<file path="config.mk">
export PLATFORM = sky130hd
export DESIGN_NAME = priority_task_table
export DESIGN_NICKNAME = d
export VERILOG_FILES = /design/src/rtl/ptt_pkg.sv /design/src/rtl/ptt_datapath.sv /design/src/rtl/ptt_ctrl.sv /design/src/rtl/priority_task_table.sv
export VERILOG_INCLUDE_DIRS = /design/src /design/src/rtl
export SDC_FILE = /design/constraint.sdc
export NUM_CORES = 1
export LEC_CHECK = 0
export ABC_AREA = 1
export BUFFER_PORTS_ARGS = -buffer_cell sky130_fd_sc_hd__buf_2
export CAP_MARGIN = 20
export CORE_MARGIN = 2
export CORE_UTILIZATION = 49
export DETAILED_ROUTE_END_ITERATION = 10
export GPL_TIMING_DRIVEN = 0
export PLACE_DENSITY = 0.65
export SYNTH_ARGS = -nofsm -noshare
export SYNTH_HDL_FRONTEND = slang
export SYNTH_HIERARCHICAL = 1
export SYNTH_SLANG_ARGS = --single-unit
</file>
<file path="constraint.sdc">
create_clock -name clk -period 3.57 [get_ports clk]
set_input_delay 0.1785 -clock clk [delete_from_list [all_inputs] [get_ports clk]]
set_output_delay 0.1785 -clock clk [all_outputs]
set_load 0.03 [all_outputs]
</file>
<file path="src/rtl/assert_macros.svh">
// Assertion helpers shared by the RTL.
`ifndef ASSERT_MACROS_SVH
`define ASSERT_MACROS_SVH

// Implication checked on every clock, held off during reset.
`define ASSERT_IMPL(label, clk, rst_n, pre, post) \
	label: assert property (@(posedge clk) disable iff (!rst_n) (pre) |-> (post)) \
		else $error("assertion failed: label");

// Next-cycle implication.
`define ASSERT_NEXT(label, clk, rst_n, pre, post) \
	label: assert property (@(posedge clk) disable iff (!rst_n) (pre) |=> (post)) \
		else $error("assertion failed: label");

`endif

</file>
<file path="src/rtl/ptt_pkg.sv">
`default_nettype none
package ptt_pkg;
	localparam int CAPACITY = 16;
	localparam int ID_BITS  = 16;
	localparam int IDX_W    = $clog2(CAPACITY);
	localparam int CNT_W    = $clog2(CAPACITY + 1);

	localparam logic [2:0] K_INSERT = 3'd0;
	localparam logic [2:0] K_DELETE = 3'd1;
	localparam logic [2:0] K_UPDATE = 3'd2;
	localparam logic [2:0] K_LIST   = 3'd3;
	localparam logic [2:0] K_SEARCH = 3'd4;

	localparam logic [2:0] RC_OK        = 3'd0;
	localparam logic [2:0] RC_NOT_FOUND = 3'd1;
	localparam logic [2:0] RC_EMPTY     = 3'd2;
	localparam logic [2:0] RC_INVALID   = 3'd3;
	localparam logic [2:0] RC_FULL      = 3'd4;
	localparam logic [2:0] RC_ENTRY     = 3'd5;
	localparam logic [2:0] RC_NONE      = 3'd6;

	localparam logic [1:0] ST_COMPLETED = 2'd2;
	localparam logic [1:0] ST_BAD       = 2'd3;

	// write data select
	localparam logic [1:0] WS_NEW    = 2'd0;
	localparam logic [1:0] WS_READ   = 2'd1;
	localparam logic [1:0] WS_STATUS = 2'd2;

	typedef struct packed {
		logic [2:0]  kind;
		logic [15:0] task_id;
		logic [2:0]  task_priority;
		logic [1:0]  status_code;
	} in_item_t;

	typedef struct packed {
		logic [2:0]  result_code;
		logic [15:0] entry_id;
		logic [2:0]  entry_priority;
		logic [1:0]  entry_status;
		logic        last;
	} out_item_t;

	typedef struct packed {
		logic [ID_BITS-1:0] id;
		logic [2:0]         prio;
		logic [1:0]         status;
	} slot_t;

	// controller -> datapath
	typedef struct packed {
		logic             load;     // capture request
		logic             rd;       // read slot at idx
		logic [IDX_W-1:0] idx;
		logic             wr;       // write slot at widx
		logic [IDX_W-1:0] widx;
		logic [1:0]       wsel;     // new entry, read data or status update
		logic             cnt_inc;
		logic             cnt_dec;
	} dp_cmd_t;

	// datapath -> controller
	typedef struct packed {
		logic [CNT_W-1:0] count;
		slot_t            rdata;
		in_item_t         req;
	} dp_sts_t;
endpackage
`default_nettype wire

</file>
<file path="src/rtl/ptt_datapath.sv">
`default_nettype none
module ptt_datapath (
	input  wire                 clk,
	input  wire                 arst_n,
	input  ptt_pkg::in_item_t   in_item,
	input  ptt_pkg::dp_cmd_t    cmd,
	output ptt_pkg::dp_sts_t    sts
);
	import ptt_pkg::*;

	slot_t            mem [CAPACITY];
	slot_t            rdata_q;
	in_item_t         req_q;
	logic [CNT_W-1:0] count_q;
	slot_t            wdata;

	always_comb begin
		case (cmd.wsel)
			WS_NEW:  wdata = '{id: req_q.task_id[ID_BITS-1:0], prio: req_q.task_priority,
				status: req_q.status_code};
			WS_READ: wdata = rdata_q;
			default: wdata = '{id: rdata_q.id, prio: rdata_q.prio,
				status: req_q.status_code};
		endcase
	end

	always_ff @(posedge clk) begin
		if (cmd.wr)
			mem[cmd.widx] <= wdata;
		if (cmd.rd)
			rdata_q <= mem[cmd.idx];
		if (cmd.load)
			req_q <= in_item;
	end

	always_ff @(posedge clk or negedge arst_n) begin
		if (!arst_n) begin
			count_q <= '0;
		end else if (cmd.cnt_inc) begin
			count_q <= count_q + CNT_W'(1);
		end else if (cmd.cnt_dec) begin
			count_q <= count_q - CNT_W'(1);
		end
	end

	assign sts = '{count: count_q, rdata: rdata_q, req: req_q};
endmodule
`default_nettype wire

</file>
<file path="src/rtl/ptt_ctrl.sv">
`default_nettype none
`include "assert_macros.svh"
module ptt_ctrl (
	input  wire                 clk,
	input  wire                 arst_n,
	input  wire                 in_valid,
	output logic                in_ready,
	output logic                out_valid,
	input  wire                 out_ready,
	output ptt_pkg::out_item_t  out_item,
	input  ptt_pkg::dp_sts_t    sts,
	output ptt_pkg::dp_cmd_t    cmd
);
	import ptt_pkg::*;

	typedef enum logic [3:0] {
		S_IDLE, S_DECODE, S_SCAN, S_SCAN_CHK, S_SHIFT, S_SHIFT_WR, S_PLACE,
		S_EMIT, S_FINAL
	} state_t;

	state_t           state_q;
	logic [CNT_W-1:0] i_q;      // scan/shift position
	logic [CNT_W-1:0] hole_q;   // insert position
	logic [1:0]       grp_q;    // listing group
	logic             found_q;
	logic [2:0]       rc_q;     // code of the final beat
	out_item_t        out_q;
	logic             ovalid_q;
	logic             slot_free;
	logic             out_load;
	in_item_t         rq;
	slot_t            rd;
	logic [CNT_W-1:0] cnt;
	logic             match;

	assign rq  = sts.req;
	assign rd  = sts.rdata;
	assign cnt = sts.count;
	assign slot_free = !ovalid_q || out_ready;
	assign out_load  = slot_free && (state_q == S_EMIT || state_q == S_FINAL);
	assign in_ready  = (state_q == S_IDLE);
	assign out_valid = ovalid_q;
	assign out_item  = out_q;

	always_comb begin
		case (rq.kind) inside
			K_DELETE, K_UPDATE: match = (rd.id == rq.task_id[ID_BITS-1:0]);
			K_LIST:             match = (rd.status == grp_q);
			K_SEARCH:           match = (rd.prio == rq.task_priority);
			default:            match = (rd.prio < rq.task_priority);
		endcase
	end

	always_comb begin
		cmd = '0;
		cmd.load = (state_q == S_IDLE) && in_valid;
		cmd.idx  = i_q[IDX_W-1:0];
		unique case (state_q)
			S_SCAN:  cmd.rd = 1'b1;
			S_SHIFT: begin
				cmd.rd  = 1'b1;
				cmd.idx = (rq.kind == K_INSERT) ? IDX_W'(i_q - CNT_W'(1)) :
					IDX_W'(i_q + CNT_W'(1));
			end
			S_SHIFT_WR: begin
				cmd.wr   = 1'b1;
				cmd.widx = i_q[IDX_W-1:0];
				cmd.wsel = WS_READ;
			end
			S_PLACE: begin
				cmd.wr   = (rq.kind != K_DELETE);
				cmd.widx = i_q[IDX_W-1:0];
				cmd.wsel = (rq.kind == K_INSERT) ? WS_NEW : WS_STATUS;
				cmd.cnt_inc = (rq.kind == K_INSERT);
				cmd.cnt_dec = (rq.kind == K_DELETE);
			end
			default: ;
		endcase
	end

	function automatic out_item_t fin(input logic [2:0] rc, input in_item_t r);
		out_item_t o;
		o = '{result_code: rc, entry_id: r.task_id, entry_priority: 3'd0,
			entry_status: 2'd0, last: 1'b1};
		o.entry_id = 16'(r.task_id[ID_BITS-1:0]);
		return o;
	endfunction

	always_ff @(posedge clk or negedge arst_n) begin
		if (!arst_n) begin
			state_q  <= S_IDLE;
			hole_q   <= '0;
			ovalid_q <= 1'b0;
			i_q      <= '0;
			grp_q    <= '0;
			found_q  <= 1'b0;
			rc_q     <= RC_OK;
			out_q    <= '0;
		end else begin
			ovalid_q <= out_load || (ovalid_q && !out_ready);
			unique case (state_q)
				S_IDLE: if (in_valid) begin
					state_q <= S_DECODE;
				end
				S_DECODE: begin
					i_q     <= '0;
					grp_q   <= '0;
					found_q <= 1'b0;
					if (rq.kind == K_INSERT && cnt == CNT_W'(CAPACITY)) begin
						rc_q <= RC_FULL; state_q <= S_FINAL;
					end else if ((rq.kind == K_DELETE || rq.kind == K_LIST) && cnt == '0) begin
						rc_q <= RC_EMPTY; state_q <= S_FINAL;
					end else if (rq.kind > K_SEARCH) begin
						state_q <= S_IDLE;
					end else if (cnt == '0) begin
						// nothing to scan
						if (rq.kind == K_INSERT) state_q <= S_PLACE;
						else if (rq.kind == K_UPDATE) begin
							rc_q <= RC_NOT_FOUND; state_q <= S_FINAL;
						end else begin
							rc_q <= RC_NONE; state_q <= S_FINAL;
						end
					end else begin
						state_q <= S_SCAN;
					end
				end
				S_SCAN: state_q <= S_SCAN_CHK;
				S_SCAN_CHK: begin
					if (match && (rq.kind == K_LIST || rq.kind == K_SEARCH)) begin
						found_q <= 1'b1;
						state_q <= S_EMIT;
					end else if (match && rq.kind == K_INSERT) begin
						// insert position found; open a hole from the tail
						hole_q  <= i_q;
						i_q     <= cnt;
						state_q <= S_SHIFT;
					end else if (match && rq.kind == K_UPDATE) begin
						if (rq.status_code == ST_BAD) begin
							rc_q <= RC_INVALID; state_q <= S_FINAL;
						end else begin
							state_q <= S_PLACE;
						end
					end else if (match && rq.kind == K_DELETE) begin
						state_q <= (i_q + CNT_W'(1) == cnt) ? S_PLACE : S_SHIFT;
					end else if (i_q + CNT_W'(1) != cnt) begin
						i_q     <= i_q + CNT_W'(1);
						state_q <= S_SCAN;
					end else begin
						unique case (rq.kind) inside
							K_INSERT: begin
								i_q <= cnt; state_q <= S_PLACE;
							end
							K_DELETE, K_UPDATE: begin
								rc_q <= RC_NOT_FOUND; state_q <= S_FINAL;
							end
							K_LIST: begin
								if (grp_q == ST_COMPLETED) begin
									rc_q <= RC_OK; state_q <= S_FINAL;
								end else begin
									grp_q <= grp_q + 2'd1; i_q <= '0; state_q <= S_SCAN;
								end
							end
							default: begin
								rc_q <= found_q ? RC_OK : RC_NONE;
								state_q <= S_FINAL;
							end
						endcase
					end
				end
				S_EMIT: if (slot_free) begin
					out_q <= '{result_code: RC_ENTRY, entry_id: 16'(rd.id),
						entry_priority: rd.prio, entry_status: rd.status, last: 1'b0};
					if (i_q + CNT_W'(1) != cnt) begin
						i_q     <= i_q + CNT_W'(1);
						state_q <= S_SCAN;
					end else if (rq.kind == K_LIST && grp_q != ST_COMPLETED) begin
						grp_q <= grp_q + 2'd1; i_q <= '0; state_q <= S_SCAN;
					end else begin
						rc_q <= RC_OK; state_q <= S_FINAL;
					end
				end
				S_SHIFT: state_q <= S_SHIFT_WR;
				S_SHIFT_WR: begin
					if (rq.kind == K_INSERT) begin
						i_q <= i_q - CNT_W'(1);
						state_q <= (i_q - CNT_W'(1) == hole_q) ? S_PLACE : S_SHIFT;
					end else begin
						i_q <= i_q + CNT_W'(1);
						state_q <= (i_q + CNT_W'(2) == cnt) ? S_PLACE : S_SHIFT;
					end
				end
				S_PLACE: begin
					rc_q <= RC_OK;
					state_q <= S_FINAL;
				end
				S_FINAL: if (slot_free) begin
					out_q <= fin(rc_q, rq);
					state_q <= S_IDLE;
				end
				default: state_q <= S_IDLE;
			endcase
		end
	end

	`ASSERT_IMPL(a_no_accept_busy, clk, arst_n, state_q != S_IDLE, !in_ready)
	`ASSERT_IMPL(a_no_write_full, clk, arst_n, cmd.cnt_inc, cnt < CNT_W'(CAPACITY))
	`ASSERT_IMPL(a_no_dec_empty, clk, arst_n, cmd.cnt_dec, cnt != '0)
	`ASSERT_NEXT(a_final_last, clk, arst_n, state_q == S_FINAL && slot_free,
		out_valid && out_item.last)
	`ASSERT_NEXT(a_hold_beat, clk, arst_n, out_valid && !out_ready,
		out_valid && $stable(out_item))
endmodule
`default_nettype wire

</file>
<file path="src/rtl/priority_task_table.sv">
// Sorted task table of CAPACITY entries, kept in descending priority with
// older entries first among equals. One operation is taken at a time; input
// is ready again once the final beat of the previous operation has been
// loaded into the output register. An operation walks the single-port entry
// memory one slot at a time (read, check); a search emits one beat per
// match, and a status listing makes three passes over the table. An output
// stall holds the operation. Each result beat leaves from an output
// register; the final beat of an operation has last set. Kinds 5 to 7 are
// dropped with no result.
`default_nettype none
module priority_task_table (
	input  wire                 clk,
	input  wire                 arst_n,
	input  wire                 in_valid,
	output logic                in_ready,
	input  ptt_pkg::in_item_t   in_data,
	output logic                out_valid,
	input  wire                 out_ready,
	output ptt_pkg::out_item_t  out_data
);
	import ptt_pkg::*;

	dp_cmd_t cmd;
	dp_sts_t sts;

	ptt_datapath u_dp (
		.clk(clk), .arst_n(arst_n), .in_item(in_data), .cmd(cmd), .sts(sts)
	);

	ptt_ctrl u_ctrl (
		.clk(clk), .arst_n(arst_n), .in_valid(in_valid), .in_ready(in_ready),
		.out_valid(out_valid), .out_ready(out_ready), .out_item(out_data),
		.sts(sts), .cmd(cmd)
	);
endmodule
`default_nettype wire

</file>
==> impl_metrics.yaml, run 1 <==
synth:
  synth_cells: 2082
  synth_edf_count: 381
  seq_area_frac_synth: 0.629
  netlist_area_um2: 20200
  syn_area_per_cell_um2: 9.71
  ys_ff_latch: 432
  synthFlopType: "edfxtp_1"
  yosys-top-cells-area: "edfxtp_1 (57%), nand2_1 (12%), nand3_1 (7.2%)"
  ys_warn_count: 6
  synth_top_area_share: 0.566
  async_flop_share: 0.118
  yosys.area.top_type: "edfxtp_1"
  synthesis.nets: 2123
  synth_cell_types: 46
clock_tree:
  clkTransAtPathRegs_ps: 60
  clkLatencyLatePin_ps: 580
  cts_inserted_buffers: 46
  cts_tree: "built"
  cts.htree.levels: 2
  max-clock-path-buffers: 3
  ctsRootBufferMaster: "clkbuf_16"
  cts_sinks: 432
  post_cts_buffers: 0
timing:
  fmax_mhz: 292
  final_max_slew_viol_count: 0
  tightest_slew_ps: 953
  finalSetupViolCount: 0
  fin_crit_ps: 3420
  finalHoldViolCount: 0
  rsz0062_at_grt: "false"
  period_share: 0.958
  finClkSkew_ps: 13.7
  tns_ps: 0
  slew_headroom: 0.365
  fin_ws_ps: 149
setup_path:
  critPathLaunch: "u_ctrl/i_q[1]$_DFFE_PN0P_"
  crit_path_start_kind: "flop"
  arrival_ps: 3850
  crit_required_ps: 4000
  regToRegSetupSlack_ps: 150
  path_max_fanout: 19
  slowest_stage: "ha_1"
  cp_top_family: "buffers and inverters"
  cp_num_buf_inv: 4
  end_kind: "flop"
  cp_cell_sequence: "inv_1 -> ha_1 -> inv_1 -> xor2_1 -> nor2_1 -> a21oi_2 -> buf_4 -> buf_2 -> nand2_1 -> nand3_1 -> nand3_1 -> nand2_1"
  reg2reg_from: "u_ctrl/i_q[1]$_DFFE_PN0P_"
  timing.rr.end: "u_dp/sts[37]$_DFFE_PP_"
  criticalPathCategory: "reg -> reg"
  cp_slowest_stage_delay_ps: 470
  r2r_cells: 12
cells_and_area:
  nets: 2266
  fillers: 3504
  multiInputGateArea_um2: 5760
  synthToLayoutAreaGrowth_pct: 14.8
  drive_above_1_share: 0.125
  seqCellArea_um2: 12700
  diodes: 0
  final_cell_area_um2: 23200
power_and_ir_drop:
  leakage_uw: 0.0101
  power_density_nw_per_um2: 682
  ir_drop_mv: 0.324
floorplanning:
  start_util: 0.496
  die_h_um: 207
  dieArea_um2: 42900
  fp-row-count: 74
  fp.dieW_um: 207
  io_pins: 55
  core_um2: 40700
grt:
  grt_pass1_vias: 14258
  grt_max_degree: 27
  grt.met3_usage: 0.0412
  grtUsageTotal: 0.251
  grt-busiest-layer: "met2"
  grt_pass1_wl_um: 82200
  use_met1: 0.347
  grt_overflow_total: 0
  antenna_found_initial: 0
  grt_util_met2: 0.410
placed_design:
  place_ws_ps: -49.1
  place_area_um2: 21600
  gp_congestion: 0.857
  hpwl_um: 37200
  port_buffers: 54
detailed_routing:
  drtIter0Drc: 1523
  vias: 14816
  routed_wirelength_um: 54300
  routed_via_density: 5.30
  wire_per_inst_um: 19.4
  drtAntennaViolNets: 0
  dr.pass1.iters: 7
  drc: 0
outcome:
  outcome: "completed"
job:
  drv_cap: 0
hold_path:
  holdPathStages: 5
  min_from: "in_valid"
  min_delay_worst_endpoint: "u_ctrl/state_q[1]$_DFFE_PN0P_"
  hold_path_class: "in -> reg"
[per-layer routing]
layer | routed length [µm] | vias to the layer above
met3 | 4850 | 114
met2 | 25000 | 661
li1 | - | 7015
met1 | 22800 | 7026
met4 | 1520 | 0
met5 | 0 | -
[where the power goes]
group          switching [µW]  internal [µW]  leakage, µW
Clock                    1950           2490     0.000680
Sequential                297           6330      0.00407
Combinational            3430           1330      0.00538
[worst register-to-register path, stage by stage, from the launching register on]
cell,delay [ps]
dfrtp_1,460
inv_1,210
ha_1,470
inv_1,110
xor2_1,270
nor2_1,90
a21oi_2,310
buf_4,350
buf_2,380
nand2_1,100
nand3_1,80
nand3_1,240
nand2_1,210
[worst max path at each step]
stage | cells past startpoint | endpoint
2_1_floorplan | 10 | u_dp/mem[12][0]$_DFFE_PP_
5_1_grt | 12 | u_dp/sts[37]$_DFFE_PP_
3_5_place_dp | 12 | u_dp/sts[37]$_DFFE_PP_
4_1_cts | 11 | u_dp/mem[12][17]$_DFFE_PP_
6_report | 12 | u_dp/sts[37]$_DFFE_PP_
3_3_place_gp | 10 | u_dp/mem[4][18]$_DFFE_PP_
[sequential cells by signal (all words and copies together), names as in the netlist]
name              cells
u_ctrl/out_valid      1
u_ctrl/out_item      25
u_ctrl/hole_q         5
u_ctrl/grp_q          2
u_dp/count_q          5
u_ctrl/rc_q           3
u_ctrl/state_q        4
u_ctrl/found_q        1
u_dp/mem            336
u_dp/sts             45
u_ctrl/i_q            5
[cell usage in the layout, fill, tap and decap left out, types with 16 or more instances in the layout]
| master | synthesis | routed |
|---|---|---|
| buf_2 | 36 | 90 |
| nand3_1 | 292 | 292 |
| inv_1 | 326 | 326 |
| clkbuf_1 | 17 | 29 |
| dfrtp_1 | 51 | 51 |
| nor2_1 | 92 | 75 |
| nand2_1 | 661 | 661 |
| dlygate4sd3_1 | 0 | 26 |
| edfxtp_1 | 381 | 381 |
| o21ai_0 | 22 | 20 |
| clkbuf_16 | 0 | 47 |
| nor2_4 | 10 | 16 |
| inv_2 | 17 | 17 |
| nor2_2 | 7 | 18 |
| a31oi_1 | 16 | 16 |
[layout make-up]
| cell class | instances | share of cell area |
|---|---|---|
| Multi-Input combinational cell | 1220 | 0.248 |
| Buffer | 82 | 0.0223 |
| Timing Repair Buffer | 96 | 0.0376 |
| Tap cell | 532 | 0.0287 |
| Inverter | 347 | 0.0564 |
| Clock buffer | 60 | 0.0528 |
| Sequential cell | 432 | 0.548 |
| Clock inverter | 24 | 0.00663 |
[synthesized netlist by cell type, types with 12 or more instances]
cell type	number
nand2_1	661
edfxtp_1	381
inv_1	326
nand3_1	292
nor2_1	92
dfrtp_1	51
buf_2	36
o21ai_0	22
clkbuf_1	17
inv_2	17
a31oi_1	16
a21oi_1	15
buf_4	13
buf_6	13
ha_1	12
[through the flow]
| stage | hold slack (ps) | utilization | power (µW) | cells |
|---|---|---|---|---|
| 2_1_floorplan | -117 | - | 9700 | 2082 |
| 3_3_place_gp | 355 | 0.519 | 11200 | 2668 |
| 3_5_place_dp | 236 | 0.529 | 11400 | 2684 |
| 4_1_cts | 5.17 | 0.569 | 15800 | 2793 |
| 5_1_grt | 43.4 | 0.570 | 16500 | 2793 |
| 6_report | 22.2 | 0.570 | 15800 | 2793 |
[timing repair]
item | CTS | global route
hold buffers | 26 | 0
gates resized for setup | 2 | 7
hold endpoints to repair | 51 | 0
pin swaps | 0 | 1
endpoints found under the setup margin | 8 | 122
[cell families after synthesis]
logic type,synth area share
flip-flops,0.629
AND/OR/NAND/NOR,0.235
XOR/XNOR,0.00650
buffers and inverters,0.0902
AO/OA/AOI/OAI,0.0197
multiplexers,0.0117
adder cells (fa/ha/maj),0.00841
No activity file was read; power rests on OpenSTA's default activity.
==> run 2: changes to the inputs <==
ABC_AREA = not set   (was 1)
==> impl_metrics.yaml, run 2 <==
setup_path:
  criticalPathCategory: "reg -> reg"
  crit_path_start_kind: "flop"
  cp_cell_sequence: "clkbuf_1 -> nand2b_1 -> nor3_4 -> xnor2_1 -> buf_6 -> buf_12 -> mux4_1 -> a22oi_1 -> nand2_1"
  arrival_ps: 3710
  crit_required_ps: 3860
  slowest_stage: "mux4_1"
  r2r_cells: 9
  reg2reg_from: "u_ctrl/state_q[3]$_DFFE_PN0P_"
  cp_num_buf_inv: 3
  path_max_fanout: 10
  cp_top_family: "buffers and inverters"
  regToRegSetupSlack_ps: 150
  end_kind: "flop"
  cp_slowest_stage_delay_ps: 570
  timing.rr.end: "u_dp/sts[37]$_DFFE_PP_"
grt:
  grt_pass1_wl_um: 63700
  grtUsageTotal: 0.219
  grt-busiest-layer: "met2"
  grt_max_degree: 38
  grt_pass1_vias: 10395
  use_met1: 0.320
  grt_util_met2: 0.347
  grt_overflow_total: 0
  grt.met3_usage: 0.0344
  antenna_found_initial: 0
floorplanning:
  core_um2: 37500
  start_util: 0.495
  fp-row-count: 71
  fp.dieW_um: 199
  io_pins: 55
  die_h_um: 199
  dieArea_um2: 39400
clock_tree:
  cts_inserted_buffers: 44
  max-clock-path-buffers: 3
  ctsRootBufferMaster: "clkbuf_16"
  clkTransAtPathRegs_ps: 60
  cts_tree: "built"
  cts.htree.levels: 2
  clkLatencyLatePin_ps: 570
  cts_sinks: 432
outcome:
  outcome: "completed"
power_and_ir_drop:
  comb_power_share: 0.341
  p_clk_frac: 0.263
  p_sw_frac: 0.333
  p_int_uw: 11200
  ir_drop_mv: 0.434
  p_seq_frac: 0.396
  power_density_nw_per_um2: 775
  switchingPower_uw: 5600
  leakage_uw: 0.00757
timing:
  period_share: 0.958
  final_max_slew_viol_count: 0
  finalSetupViolCount: 0
  fin_ws_ps: 149
  slew_headroom: 0.311
  fmax_mhz: 292
  fin_crit_ps: 3420
  finClkSkew_ps: 21.1
  holdWs_ps: 53.4
  tightest_slew_ps: 1020
  finalHoldViolCount: 0
synth:
  ys_ff_latch: 432
  synthMostInstantiatedCell: "edfxtp_1"
  synthesis.nets: 1128
  yosys.area.top_type: "edfxtp_1"
  netlist_area_um2: 18500
  synthFlopType: "edfxtp_1"
  synth_top_area_share: 0.617
  yosys-top-cells-area: "edfxtp_1 (62%), dfrtp_1 (6.9%), mux4_2 (5.7%)"
  netlist_top_cells_count: "edfxtp_1 (381), nand2_1 (87), dfrtp_1 (51)"
  syn_area_per_cell_um2: 17.1
  async_flop_share: 0.118
  seq_area_frac_synth: 0.686
  ys_warn_count: 6
  synth_edf_count: 381
  synth_cell_types: 80
  synth_cells: 1087
placed_design:
  gp_congestion: 0.878
  hpwl_um: 28900
  port_buffers: 54
  place_ws_ps: -413
  dp.cells: 1675
hold_path:
  min_delay_worst_endpoint: "u_ctrl/out_valid$_DFF_PN0_"
  min_from: "out_ready"
  holdPathStages: 3
  hold_path_class: "in -> reg"
detailed_routing:
  drc: 0
  dr.pass1.iters: 5
  routed_via_density: 5.84
  drtAntennaViolNets: 0
  vias: 10436
  routed_wirelength_um: 42300
  drtIter0Drc: 1102
  wire_per_inst_um: 23.7
cells_and_area:
  drive_above_1_share: 0.217
  top_register: "u_dp/mem"
  fillers: 2851
  diodes: 0
  fin_cells: 1787
  synthToLayoutAreaGrowth_pct: 17.1
  layout.cells.most_common_list: "edfxtp_1 (381), nand2_1 (87), buf_2 (70)"
  final_common_cell: "edfxtp_1"
  fin_util: 0.580
  largest_register_ff_count: 336
  nets: 1284
job:
  drv_cap: 0
## run 2: power by group through the flow
| stage | Clock [µW] | Combinational [µW] | Sequential [µW] |
|---|---|---|---|
| 4_1_cts | 4520 | 5670 | 6670 |
| 3_3_place_gp | 0 | 5420 | 6770 |
| 6_report | 4430 | 5740 | 6670 |
| 3_5_place_dp | 0 | 5600 | 6770 |
| 2_1_floorplan | 0 | 3730 | 6930 |
| 5_1_grt | 4740 | 6180 | 6720 |
## run 2: area by class of cell
type                    count  area (µm²)  area share
multi-input cells         586        5600       0.258
clock inverters            18         179     0.00823
plain buffers              56         385      0.0177
well taps                 511         639      0.0294
repair buffers            110         958      0.0441
flip-flops and latches    432       12700       0.585
inverters                  13        48.8     0.00225
clock buffers              61        1200      0.0551
## run 2: metrics by stage
step	setup TNS (ps)	area (µm²)	power (µW)
after detailed placement	-7260	19900	12400
after global routing	-0.213	21700	17600
final	0	21700	16800
after CTS	-143	21600	16900
after floorplan	0	18500	10700
after global placement	-316530	19500	12200
## run 2: how the worst max path moves through the flow
stage | cells past startpoint | slack, ps | to | start
floorplan | 7 | 90 | u_dp/mem[0][0]$_DFFE_PP_ | u_ctrl/state_q[2]$_DFFE_PN0P_
global placement | 7 | -1830 | u_dp/mem[4][16]$_DFFE_PP_ | u_ctrl/state_q[2]$_DFFE_PN0P_
detailed placement | 10 | -410 | u_dp/sts[38]$_DFFE_PP_ | u_ctrl/state_q[2]$_DFFE_PN0P_
CTS | 8 | -10 | u_dp/mem[13][16]$_DFFE_PP_ | u_ctrl/state_q[2]$_DFFE_PN0P_
global route | 12 | -0.2 | u_dp/sts[30]$_DFFE_PP_ | u_ctrl/i_q[2]$_DFFE_PN0P_
finish | 9 | 150 | u_dp/sts[37]$_DFFE_PP_ | u_ctrl/state_q[3]$_DFFE_PN0P_
## run 2: worst reg2reg max path, delay by kind of cell (launching register included)
family          cells  cell delay [ps]
xor+xnor            1              410
buf+inv             3              900
compound gates      1              370
simple gates        3              520
mux                 1              570
flops               1              390
## run 2: per-layer routing
metal	routed length, µm	vias up
li1	-	4687
met1	19100	5335
met2	19900	367
met3	2650	47
met4	698	0
met5	0	-
## run 2: cells by family after synthesis
family,count (synthesis),share of synthesized area
flip-flops,432,0.686
multiplexers,126,0.134
AND/OR/NAND/NOR,230,0.0628
AO/OA/AOI/OAI,171,0.0646
XOR/XNOR,45,0.0220
buffers and inverters,70,0.0221
adder cells (fa/ha/maj),13,0.00917
## run 2: timing repair
action	in CTS	in global routing
endpoints found under the hold margin	76	0
gates resized for setup	13	30
cloned	0	1
hold buffers	26	0
buffers inserted	0	7
pin swaps	0	3
setup endpoints to repair	51	248
==> run 3: changes to the inputs <==
CORE_UTILIZATION = 30   (was 49)
CTS_CLUSTER_DIAMETER = 50   (was not set)
PLACE_DENSITY = not set   (was 0.65)
==> impl_metrics.yaml, run 3 (same netlist as run 2, synthesis figures left out) <==
detailed_routing:
  vias: 10594
  drc: 0
  routed_wirelength_um: 47400
  drtIter0Drc: 949
  drtAntennaViolNets: 0
  routed_via_density: 5.11
  wl_met3_um: 2770
  dr.pass1.iters: 5
  top_layer: "met4"
  wl_met2_um: 23300
  drt-met1-wl_um: 20000
  wire_per_inst_um: 22.9
setup_path:
  cp_slowest_stage_delay_ps: 780
  regToRegSetupSlack_ps: 140
  criticalPathCategory: "reg -> reg"
  path_max_fanout: 10
  critPathLaunch: "u_ctrl/state_q[3]$_DFFE_PN0P_"
  cp_top_family: "simple AND/OR/NAND/NOR gates"
  cp.depth: 7
  reg2reg_from: "u_ctrl/state_q[3]$_DFFE_PN0P_"
  cp_num_buf_inv: 1
  crit_required_ps: 3780
  arrival_ps: 3640
  r2r_cells: 7
  timing.rr.end: "u_dp/mem[11][0]$_DFFE_PP_"
  end_kind: "flop"
  crit_path_start_kind: "flop"
  cp_cell_sequence: "clkbuf_1 -> nand2b_1 -> nor3_2 -> nor2_1 -> nor2_1 -> nand3b_1 -> nor2_2"
  crit_top_cell: "nor2_1"
  slowest_stage: "nor2_2"
  critical_path.endpoint: "u_dp/mem[11][0]$_DFFE_PP_"
grt:
  grt_max_degree: 36
  grtUsageTotal: 0.144
  antenna_found_initial: 0
  grt_pass1_vias: 10756
  grt_overflow_total: 0
  grt_pass1_wl_um: 68600
power_and_ir_drop:
  comb_power_share: 0.334
  leakage_uw: 0.00766
  power_uw: 17300
  power_density_nw_per_um2: 775
  p_seq_frac: 0.388
  ir_drop_mv: 0.352
  p_clk_frac: 0.278
  p_int_uw: 11500
  p_sw_frac: 0.335
  switchingPower_uw: 5790
placed_design:
  hpwl_um: 31200
  port_buffers: 54
  gp_congestion: 0.870
  place_area_um2: 20300
timing:
  fmax_mhz: 291
  finalHoldViolCount: 0
  tightest_slew_ps: 856
  rsz0062_at_grt: "true"
  slew_headroom: 0.425
  fin_crit_ps: 3430
  finClkSkew_ps: 26.2
  holdWs_ps: 80.7
  final_max_slew_viol_count: 0
  finalSetupViolCount: 0
  period_share: 0.962
clock_tree:
  cts_inserted_buffers: 45
  clkTransAtPathRegs_ps: 60
  clkLatencyLatePin_ps: 580
  cts_sinks: 432
  cts_tree: "built"
  max-clock-path-buffers: 3
  ctsRootBufferMaster: "clkbuf_16"
  cts.htree.levels: 2
cells_and_area:
  fillers: 5666
  layout.cells.most_common_list: "edfxtp_1 (381), nand2_1 (86), buf_2 (71)"
  final_common_cell: "edfxtp_1"
  drive_above_1_share: 0.225
  multiInputGateArea_um2: 5660
  nets: 1286
  largest_register_ff_count: 336
  top_register: "u_dp/mem"
  synthToLayoutAreaGrowth_pct: 20.4
  seqCellArea_um2: 12700
  diodes: 0
  final_cell_area_um2: 22300
floorplanning:
  start_util: 0.302
  die_h_um: 253
  core_um2: 61400
  dieArea_um2: 63800
  fp.dieW_um: 253
  fp-row-count: 91
  io_pins: 55
job:
  drv_cap: 0
outcome:
  outcome: "completed"
hold_path:
  hold_path_class: "in -> async"
[run 3: worst min path at each step]
stage | startpoint | end | slack, ps | depth (start not counted)
global placement | in_data[11] | u_dp/sts[11]$_DFFE_PP_ | 360 | 1
CTS | arst_n | u_dp/count_q[4]$_DFFE_PN0P_ | 90 | 2
detailed placement | arst_n | u_ctrl/i_q[2]$_DFFE_PN0P_ | 150 | 1
finish | arst_n | u_dp/count_q[4]$_DFFE_PN0P_ | 80 | 2
floorplan | arst_n | u_ctrl/found_q$_DFFE_PN0P_ | -120 | 0
global route | arst_n | u_dp/count_q[2]$_DFFE_PN0P_ | 130 | 2
[run 3: cell type report]
type	count	share of cell area
flip-flops and latches	432	0.570
inverters	13	0.00219
clock inverters	27	0.0149
well taps	790	0.0443
repair buffers	107	0.0443
clock buffers	57	0.0538
multi-input cells	590	0.254
plain buffers	56	0.0174
[run 3: worst reg2reg max path, stage by stage (launching register included)]
cell      delay, ps
dfrtp_1         390
clkbuf_1        410
nand2b_1        280
nor3_2          110
nor2_1          330
nor2_1          150
nand3b_1        610
nor2_2          790
[run 3: metrics by stage]
stage               std cells  setup TNS [ps]  utilization  setup WS, ps
finish                   2072               0        0.364           135
global route             2072           -92.6        0.364         -17.6
CTS                      2063           -72.1        0.361         -14.1
detailed placement       1952          -28390        0.330          -620
global placement         1931         -438770        0.323         -2420
floorplan                1087               0            -          89.0
[run 3: timing repair]
item / in CTS / in global routing
pin swaps: 4 / 8
gates resized for setup: 25 / 27
buffers inserted: 0 / 5
hold endpoints to repair: 77 / 0
endpoints found under the setup margin: 198 / 335
hold buffers: 27 / 0
cloned: 0 / 5
[run 3: metal layers]
| metal | track usage | vias to the layer above |
|---|---|---|
| li1 | - | 4726 |
| met4 | 0.0445 | 0 |
| met2 | 0.247 | 334 |
| met3 | 0.0236 | 70 |
| met1 | 0.187 | 5464 |
| met5 | 0 | - |
[run 3: power by group through the flow]
stage	Sequential [µW]	Combinational [µW]	Clock, µW
detailed placement	6820	5610	0
CTS	6720	5710	4890
finish	6720	5770	4810
global route	6760	6190	5090
global placement	6830	5450	0
floorplan	6930	3730	0
